**config.mk**
```make
export PLATFORM = sky130hd
export DESIGN_NAME = peer_address_table_oldest_evict
export DESIGN_NICKNAME = d
export VERILOG_FILES = /design/src/hw/rtl/pat_pkg.sv /design/src/hw/rtl/pat_front.sv /design/src/hw/rtl/pat_back.sv /design/src/hw/rtl/peer_address_table_oldest_evict.sv
export SDC_FILE = /design/constraint.sdc
export NUM_CORES = 2
export LEC_CHECK = 0
export BUFFER_PORTS_ARGS = -buffer_cell sky130_fd_sc_hd__buf_2
export CORE_ASPECT_RATIO = 1.4
export CORE_MARGIN = 2
export CORE_UTILIZATION = 60
export DETAILED_ROUTE_END_ITERATION = 12
export PLACE_DENSITY = 0.77
export SETUP_SLACK_MARGIN = 0.15
export SLEW_MARGIN = 20
export SYNTH_ARGS = -nofsm -noshare
export SYNTH_HDL_FRONTEND = slang
export SYNTH_SLANG_ARGS = --single-unit
```
**constraint.sdc**
```tcl
create_clock -name aclk -period 14.6 [get_ports aclk]
set_input_delay 2.92 -clock aclk [delete_from_list [all_inputs] [get_ports aclk]]
set_output_delay 2.92 -clock aclk [all_outputs]
set_load 0.02 [all_outputs]
```
**src/hw/rtl/pat_pkg.sv**
```systemverilog
// Shared types, constants and command codes for the peer address table.
package pat_pkg;

    localparam int TABLE_DEPTH = 16;
    localparam int IDX_W = $clog2(TABLE_DEPTH);
    localparam int CNT_W = $clog2(TABLE_DEPTH + 1);

    localparam logic [1:0] CMD_ANNOUNCE = 2'd0;
    localparam logic [1:0] CMD_EXPIRE   = 2'd1;
    localparam logic [1:0] CMD_READ     = 2'd2;

    localparam logic [2:0] OUT_EMPTY   = 3'd0;
    localparam logic [2:0] OUT_OWN     = 3'd1;
    localparam logic [2:0] OUT_UPDATED = 3'd2;
    localparam logic [2:0] OUT_CREATED = 3'd3;
    localparam logic [2:0] OUT_EVICTED = 3'd4;
    localparam logic [2:0] OUT_EXPIRED = 3'd5;
    localparam logic [2:0] OUT_READ_OK = 3'd6;
    localparam logic [2:0] OUT_READ_BAD = 3'd7;

    localparam logic [1:0] REG_DEFAULT_PORT = 2'd0;
    localparam logic [1:0] REG_OWN_ADDRESS  = 2'd1;
    localparam logic [1:0] REG_OWN_PORT     = 2'd2;
    localparam logic [1:0] REG_TIMEOUT      = 2'd3;

    // Kind of work the back end carries out for one transaction.
    localparam logic [1:0] JOB_FIXED  = 2'd0;
    localparam logic [1:0] JOB_ANNOUNCE = 2'd1;
    localparam logic [1:0] JOB_EXPIRE = 2'd2;
    localparam logic [1:0] JOB_READ   = 2'd3;

    typedef struct packed {
        logic [1:0]  job;
        logic [2:0]  outcome;
        logic [31:0] address;
        logic [15:0] port;
        logic        status;
        logic        skeleton;
        logic [31:0] now;
        logic [3:0]  index;
    } job_t;

    typedef struct packed {
        logic [2:0]  outcome;
        logic [3:0]  slot;
        logic [31:0] address;
        logic [15:0] port;
        logic [31:0] last_seen;
        logic        status;
        logic        skeleton;
        logic [4:0]  count;
    } result_t;

endpackage

```
**src/hw/rtl/pat_front.sv**
```systemverilog
// Front end: accepts transactions, applies the port default and loopback filter.
module pat_front (
    input  logic           aclk,
    input  logic           aresetn,
    input  logic           s_valid,
    output logic           s_ready,
    input  logic [1:0]     s_command,
    input  logic [31:0]    s_ip_address,
    input  logic [15:0]    s_port_value,
    input  logic           s_status_changed,
    input  logic           s_skeleton_changed,
    input  logic [31:0]    s_now_ms,
    input  logic [3:0]     s_entry_index,
    input  logic [15:0]    default_port,
    input  logic [31:0]    own_address,
    input  logic [15:0]    own_port,
    output logic           job_valid,
    input  logic           job_ready,
    output pat_pkg::job_t  job
);
    import pat_pkg::*;

    job_t job_reg, job_next;
    logic full_reg;
    logic [15:0] port_eff;

    assign s_ready = !full_reg || job_ready;
    assign job_valid = full_reg;
    assign job = job_reg;
    assign port_eff = (s_port_value == 16'd0) ? default_port : s_port_value;

    always_comb begin
        job_next = '0;
        job_next.address = s_ip_address;
        job_next.port = port_eff;
        job_next.status = s_status_changed;
        job_next.skeleton = s_skeleton_changed;
        job_next.now = s_now_ms;
        job_next.index = s_entry_index;
        unique case (s_command)
            CMD_ANNOUNCE: begin
                if (s_ip_address == 32'd0) begin
                    job_next.job = JOB_FIXED;
                    job_next.outcome = OUT_EMPTY;
                end else if (s_ip_address == own_address && port_eff == own_port) begin
                    job_next.job = JOB_FIXED;
                    job_next.outcome = OUT_OWN;
                end else begin
                    job_next.job = JOB_ANNOUNCE;
                end
            end
            CMD_EXPIRE: job_next.job = JOB_EXPIRE;
            default:    job_next.job = JOB_READ;
        endcase
        if (s_command != CMD_READ && s_command != CMD_ANNOUNCE &&
            s_command != CMD_EXPIRE) begin
            job_next.job = JOB_FIXED;
            job_next.outcome = OUT_READ_BAD;
        end
    end

    always_ff @(posedge aclk) begin
        if (!aresetn) begin
            full_reg <= 1'b0;
        end else if (s_valid && s_ready) begin
            full_reg <= 1'b1;
        end else if (job_ready) begin
            full_reg <= 1'b0;
        end
        if (s_valid && s_ready) begin
            job_reg <= job_next;
        end
    end

    assert property (@(posedge aclk) disable iff (!aresetn)
        job_valid && !job_ready |=> job_valid && $stable(job))
        else $error("queued job changed while stalled");
    assert property (@(posedge aclk) disable iff (!aresetn)
        job_valid && job.job == JOB_FIXED |-> job.outcome <= OUT_OWN ||
        job.outcome == OUT_READ_BAD)
        else $error("fixed job with bad outcome");
    assert property (@(posedge aclk) disable iff (!aresetn)
        !full_reg |-> s_ready)
        else $error("empty front end not ready");

endmodule

```
**src/hw/rtl/pat_back.sv**
```systemverilog
// Back end: reads an entry, or scans one per cycle to add, update, evict or expire.
module pat_back (
    input  logic             aclk,
    input  logic             aresetn,
    input  logic             job_valid,
    output logic             job_ready,
    input  pat_pkg::job_t    job,
    input  logic [31:0]      expiry_timeout,
    output logic             m_valid,
    input  logic             m_ready,
    output pat_pkg::result_t res
);
    import pat_pkg::*;

    localparam logic [2:0] ST_IDLE  = 3'd0;
    localparam logic [2:0] ST_SCAN  = 3'd1;
    localparam logic [2:0] ST_WRITE = 3'd2;
    localparam logic [2:0] ST_SHOW  = 3'd3;
    localparam logic [2:0] ST_OUT   = 3'd4;

    logic [31:0] addr_mem [TABLE_DEPTH];
    logic [15:0] port_mem [TABLE_DEPTH];
    logic [31:0] seen_mem [TABLE_DEPTH];
    logic        st_mem   [TABLE_DEPTH];
    logic        sk_mem   [TABLE_DEPTH];

    logic [2:0]       state_reg;
    job_t             job_reg;
    logic [CNT_W-1:0] count_reg;
    logic [CNT_W-1:0] ptr_reg;
    logic [CNT_W-1:0] wptr_reg;
    logic [IDX_W-1:0] hit_reg;
    logic             hit_found_reg;
    logic [IDX_W-1:0] old_reg;
    logic [31:0]      old_seen_reg;
    logic [IDX_W-1:0] slot_reg;
    logic [2:0]       outcome_reg;
    logic             show_reg;
    result_t          res_reg;
    logic             out_full_reg;

    logic [IDX_W-1:0] p;
    logic [31:0]      age;

    assign p = ptr_reg[IDX_W-1:0];
    assign age = job_reg.now - seen_mem[p];
    assign job_ready = (state_reg == ST_IDLE);
    assign m_valid = out_full_reg;
    assign res = res_reg;

    always_ff @(posedge aclk) begin
        if (!aresetn) begin
            state_reg <= ST_IDLE;
            count_reg <= '0;
            out_full_reg <= 1'b0;
        end else begin
            if (state_reg == ST_SHOW && (!out_full_reg || m_ready)) begin
                out_full_reg <= 1'b1;
            end else if (m_valid && m_ready) begin
                out_full_reg <= 1'b0;
            end
            unique case (state_reg)
                ST_IDLE: begin
                    if (job_valid) begin
                        job_reg <= job;
                        ptr_reg <= '0;
                        wptr_reg <= '0;
                        hit_found_reg <= 1'b0;
                        old_reg <= '0;
                        state_reg <= ST_SCAN;
                    end
                end
                ST_SCAN: begin
                    if (job_reg.job == JOB_FIXED) begin
                        outcome_reg <= job_reg.outcome;
                        slot_reg <= (job_reg.outcome == OUT_READ_BAD) ?
                            job_reg.index[IDX_W-1:0] : '0;
                        show_reg <= 1'b0;
                        state_reg <= ST_SHOW;
                    end else if (job_reg.job == JOB_READ) begin
                        slot_reg <= job_reg.index[IDX_W-1:0];
                        if ({1'b0, job_reg.index} < count_reg) begin
                            outcome_reg <= OUT_READ_OK;
                            show_reg <= 1'b1;
                        end else begin
                            outcome_reg <= OUT_READ_BAD;
                            show_reg <= 1'b0;
                        end
                        state_reg <= ST_SHOW;
                    end else if (job_reg.job == JOB_EXPIRE) begin
                        if (ptr_reg < count_reg) begin
                            if (age <= expiry_timeout) begin
                                addr_mem[wptr_reg[IDX_W-1:0]] <= addr_mem[p];
                                port_mem[wptr_reg[IDX_W-1:0]] <= port_mem[p];
                                seen_mem[wptr_reg[IDX_W-1:0]] <= seen_mem[p];
                                st_mem[wptr_reg[IDX_W-1:0]] <= st_mem[p];
                                sk_mem[wptr_reg[IDX_W-1:0]] <= sk_mem[p];
                                wptr_reg <= wptr_reg + 1'b1;
                            end
                            ptr_reg <= ptr_reg + 1'b1;
                        end else begin
                            count_reg <= wptr_reg;
                            outcome_reg <= OUT_EXPIRED;
                            slot_reg <= '0;
                            show_reg <= 1'b0;
                            state_reg <= ST_SHOW;
                        end
                    end else begin
                        if (ptr_reg < count_reg && !hit_found_reg) begin
                            if (addr_mem[p] == job_reg.address &&
                                port_mem[p] == job_reg.port) begin
                                hit_found_reg <= 1'b1;
                                hit_reg <= p;
                            end
                            if (ptr_reg == '0 || seen_mem[p] < old_seen_reg) begin
                                old_reg <= p;
                                old_seen_reg <= seen_mem[p];
                            end
                            ptr_reg <= ptr_reg + 1'b1;
                        end else begin
                            state_reg <= ST_WRITE;
                        end
                    end
                end
                ST_WRITE: begin
                    if (hit_found_reg) begin
                        slot_reg <= hit_reg;
                        outcome_reg <= OUT_UPDATED;
                    end else if (count_reg < CNT_W'(TABLE_DEPTH)) begin
                        slot_reg <= count_reg[IDX_W-1:0];
                        count_reg <= count_reg + 1'b1;
                        outcome_reg <= OUT_CREATED;
                    end else begin
                        slot_reg <= old_reg;
                        outcome_reg <= OUT_EVICTED;
                    end
                    show_reg <= 1'b1;
                    state_reg <= ST_OUT;
                end
                ST_OUT: begin
                    addr_mem[slot_reg] <= job_reg.address;
                    port_mem[slot_reg] <= job_reg.port;
                    seen_mem[slot_reg] <= job_reg.now;
                    st_mem[slot_reg] <= job_reg.status;
                    sk_mem[slot_reg] <= job_reg.skeleton;
                    state_reg <= ST_SHOW;
                end
                ST_SHOW: begin
                    if (!out_full_reg || m_ready) begin
                        res_reg.outcome <= outcome_reg;
                        res_reg.slot <= 4'(slot_reg);
                        res_reg.count <= 5'(count_reg);
                        res_reg.address <= show_reg ? addr_mem[slot_reg] : '0;
                        res_reg.port <= show_reg ? port_mem[slot_reg] : '0;
                        res_reg.last_seen <= show_reg ? seen_mem[slot_reg] : '0;
                        res_reg.status <= show_reg ? st_mem[slot_reg] : 1'b0;
                        res_reg.skeleton <= show_reg ? sk_mem[slot_reg] : 1'b0;
                        state_reg <= ST_IDLE;
                    end
                end
                default: state_reg <= ST_IDLE;
            endcase
        end
    end

    assert property (@(posedge aclk) disable iff (!aresetn)
        count_reg <= CNT_W'(TABLE_DEPTH))
        else $error("entry count beyond table depth");
    assert property (@(posedge aclk) disable iff (!aresetn)
        m_valid && !m_ready |=> m_valid && $stable(res))
        else $error("result changed while stalled");
    assert property (@(posedge aclk) disable iff (!aresetn)
        state_reg == ST_SCAN && job_reg.job == JOB_EXPIRE |-> wptr_reg <= ptr_reg)
        else $error("compaction write pointer ahead of read pointer");

endmodule

```
**src/hw/rtl/peer_address_table_oldest_evict.sv**
```systemverilog
// Top level of the peer address table with oldest-entry eviction.
//
//  Channel  Direction  Handshake            Payload
//  s_       in         s_valid / s_ready    command, address, port, flags, time, index
//  m_       out        m_valid / m_ready    outcome, slot, entry fields, entry count
//  cfg_     in         cfg_valid/cfg_ready  cfg_index, cfg_data
//
// From acceptance to a valid result, a job passes the front-end queue and the idle state;
// an announce then goes through scan, write, out and show, and an expire through scan and
// show, one entry per cycle in scan. A read or a filtered announce goes from scan to show.
// Reset empties the table at once; there is no clearing pass.
// A one-entry queue lets the front end take a transaction while the back end works.
module peer_address_table_oldest_evict (
    input  logic        aclk,
    input  logic        aresetn,
    input  logic        s_valid,
    output logic        s_ready,
    input  logic [1:0]  s_command,
    input  logic [31:0] s_ip_address,
    input  logic [15:0] s_port_value,
    input  logic        s_status_changed,
    input  logic        s_skeleton_changed,
    input  logic [31:0] s_now_ms,
    input  logic [3:0]  s_entry_index,
    output logic        m_valid,
    input  logic        m_ready,
    output logic [2:0]  m_outcome,
    output logic [3:0]  m_slot,
    output logic [31:0] m_out_address,
    output logic [15:0] m_out_port,
    output logic [31:0] m_out_last_seen,
    output logic        m_out_status_changed,
    output logic        m_out_skeleton_changed,
    output logic [4:0]  m_entry_count,
    input  logic        cfg_valid,
    output logic        cfg_ready,
    input  logic [1:0]  cfg_index,
    input  logic [31:0] cfg_data
);
    import pat_pkg::*;

    logic [15:0] default_port_reg;
    logic [31:0] own_address_reg;
    logic [15:0] own_port_reg;
    logic [31:0] timeout_reg;
    logic        job_valid;
    logic        job_ready;
    job_t        job;
    result_t     res;

    assign cfg_ready = 1'b1;

    always_ff @(posedge aclk) begin
        if (!aresetn) begin
            default_port_reg <= 16'd80;
            own_address_reg <= 32'd0;
            own_port_reg <= 16'd80;
            timeout_reg <= 32'd30000;
        end else if (cfg_valid) begin
            unique case (cfg_index)
                REG_DEFAULT_PORT: default_port_reg <= cfg_data[15:0];
                REG_OWN_ADDRESS:  own_address_reg <= cfg_data;
                REG_OWN_PORT:     own_port_reg <= cfg_data[15:0];
                REG_TIMEOUT:      timeout_reg <= cfg_data;
                default: ;
            endcase
        end
    end

    pat_front u_front (
        .aclk(aclk), .aresetn(aresetn),
        .s_valid(s_valid), .s_ready(s_ready),
        .s_command(s_command), .s_ip_address(s_ip_address),
        .s_port_value(s_port_value), .s_status_changed(s_status_changed),
        .s_skeleton_changed(s_skeleton_changed), .s_now_ms(s_now_ms),
        .s_entry_index(s_entry_index),
        .default_port(default_port_reg), .own_address(own_address_reg),
        .own_port(own_port_reg),
        .job_valid(job_valid), .job_ready(job_ready), .job(job)
    );

    pat_back u_back (
        .aclk(aclk), .aresetn(aresetn),
        .job_valid(job_valid), .job_ready(job_ready), .job(job),
        .expiry_timeout(timeout_reg),
        .m_valid(m_valid), .m_ready(m_ready), .res(res)
    );

    assign m_outcome = res.outcome;
    assign m_slot = res.slot;
    assign m_out_address = res.address;
    assign m_out_port = res.port;
    assign m_out_last_seen = res.last_seen;
    assign m_out_status_changed = res.status;
    assign m_out_skeleton_changed = res.skeleton;
    assign m_entry_count = res.count;

endmodule
```
==> reports/metrics.yaml <==
drc_errors: 0
seqPwrFrac_pct: 45.0
synth_top_flop_cell: "edfxtp_1"
cts_tree: "yes"
dr.pass1.iters: 6
fin_ws_ps: 4280
die_w_um: 314
htreeDepth: 4
pre_cts_ws_ps: 4540
synthesis.instances: 4507
area_growth_pct: 10.7
dp.cells: 6354
dp_hpwl_mm: 138
num_io_pins: 224
setup_viol: 0
via_per_inst: 7.05
syn-cell-area_um2: 80800
pwr-share-clk_pct: 30.6
cellInternalPower_mw: 9.84
end_kind: "register"
cts.sinks: 1755
ys_seq_elements: 1755
max-slew-margin-rel_pct: 18.1
wirelength_mm: 224
max-clock-path-buffers: 3
cp_max_fo: 131
ys_warn_count: 0
layout-drive-gt1-share_pct: 29.3
power_frac_comb_pct: 24.4
die-height_um: 438
tightest_slew_ps: 1230
period_share_pct: 70.7
period_minus_slack_ps: 10320
cts-resized-gates: 0
synth_cell_type_count: 86
p_sw_share_pct: 29.3
hold_viol_final: 0
rsz0062_at_grt: "false"
max_cap_viol_count: 0
insertion_delay_ps: 840
timing.hold.ws_ps: 406
hp-class: "reg2reg"
synth-edff-count: 1645
final_cell_mix: "edfxtp_1 (1,645), mux4_2 (755), nand2_1 (366)"
cts_hold_buf: 0
vias: 46900
wl_per_cell_um: 33.6
final_common_cell: "edfxtp_1"
vdd.ir_drop.worst_mv: 0.132
avgSynthCellArea_um2: 17.9
ant_nets: 0
drv_slew: 0
drt_iter0_drc: 6308
finalNonFillerCells: 6653
synth_top_area_share_pct: 61.1
clock-root-buffer: "clkbuf_16"
routabilityCongestion: 0.973
required_ps: 15020
switchingPower_mw: 4.07
portBuffers: 222
grt_max_degree: 132
synth_top_area_cell: "edfxtp_1"
final_nets: 4987
grt_pass1_wl_mm: 323
reg_top3: "u_back.addr_mem x512, u_back.seen_mem x512, u_back.port_mem x256"
path_clk_slew_ps: 60
synthTopCellsByArea: "edfxtp_1 (61%), mux4_2 (21%), dfxtp_1 (2.7%), ha_1 (1.7%), nand2_1 (1.7%)"
cp.arrival_ps: 10750
cts_buffers: 163
final_area_um2: 89500
total_leakage_power_nw: 29.5
status: "finished clean"
placed_cell_area_um2: 84100
pwr_density_cell_nw_per_um2: 156
post-cts-setup-buffers: 0
dieArea_um2: 138000
synth_seq_area_share_pct: 63.8
core_area_um2: 134000
overflow: 0
fin_skew_ps: 48.5
initial_core_util_pct: 60.4
fmax_mhz: 96.9
antenna_found_initial: 7
fin_tns_setup_ps: 0
grt_pass1_vias: 47400
grtUsageTotal_pct: 33.0
critPathKind: "reg2reg"
postSynth.asyncResetShare_pct: 0
worst_setup_path_start_kind: "register"
rows: 159
syn_nets: 4745
[kinds of logic (layout without fill, tap and decap cells)]
family          count (synthesis)  count (layout)  share of synthesized area (%)
fa+ha+maj                     111             111                           1.73
mux                           883             883                           22.8
buf+inv                       409             781                           2.27
other cells                     1               4                        0.00464
flops                        1755            1755                           63.8
xor+xnor                      108             108                           1.17
compound gates                479             479                           3.67
simple gates                  761             761                           4.48
[final timing paths]
kind / start / end / slack, ps / depth (start not counted)
setup reg to reg: register / u_back.addr_mem[8][26]$_DFFE_PP_ / 4280 / 23
hold / removal: u_front.job[87]$_SDFFCE_PP1P_ / u_back.job_reg[87]$_DFFE_PP_ / 410 / 0
setup / recovery: register / u_back.addr_mem[8][26]$_DFFE_PP_ / 4280 / 23
hold reg to reg: u_front.job[87]$_SDFFCE_PP1P_ / u_back.job_reg[87]$_DFFE_PP_ / 410 / 0
[layout make-up]
class                      instances  area (um2)
sequential                      1755       51600
timing repair buffer             348        2150
multi-input combinational       2343       27700
clock inverter                    94         916
antenna                            3        7.51
clock buffer                     201        4360
fill                            8516       44400
tap                             1771        2220
inverter                         138         523
[synthesized netlist by cell type, types with 26 or more instances]
cell type	count
a21o_1	55
a21oi_1	184
and2_1	95
buf_1	38
buf_2	44
clkbuf_1	150
dfxtp_1	110
edfxtp_1	1645
ha_1	110
inv_1	134
mux2i_1	99
mux4_2	755
nand2_1	366
nand3_1	34
nand4_1	39
nor2_1	92
nor3_1	26
o21ai_0	107
xnor2_1	62
xor2_1	46
[power by group through the flow]
stage	Combinational (mW)	Sequential, mW	Clock [mW]
floorplan	2.30	6.31	0
global placement	3.26	6.36	0
detailed placement	3.34	6.37	0
CTS	3.36	6.26	4.29
global route	3.64	6.27	4.47
finish	3.40	6.26	4.26
[metrics by stage]
stage          total power, mW  util [%]
6_report                  13.9      66.8
5_1_grt                   14.4      66.8
4_1_cts                   13.9      66.8
3_5_place_dp              9.70      62.8
3_3_place_gp              9.62      62.8
2_1_floorplan             8.61         -
[worst max-delay path, cell delays in order, from the launching register on]
cell      delay [ps]
dfxtp_4          970
buf_12           580
mux4_2           430
mux4_2           530
inv_1            120
ha_1             270
nor2b_1          160
o31a_1           280
a221oi_1         490
o221ai_1         360
o21ai_0          700
a211oi_1         260
o311ai_0         350
nand3_1          130
ha_1             310
nand4_1          160
nor3_1           260
nand3_1          140
or4_1            570
nor2b_1          150
o21ai_0          280
nand4_1          590
a21oi_4          550
buf_4            890
[metal layers]
metal / track usage [%] / vias to the layer above / wire (um)
met4: 18.0 / 4 / 14200
met1: 41.7 / 24300 / 75100
met3: 6.97 / 639 / 23400
li1: - / 18900 / -
met5: 0 / - / 39
met2: 53.8 / 3063 / 111000
No activity file was read; power rests on OpenSTA's default activity.
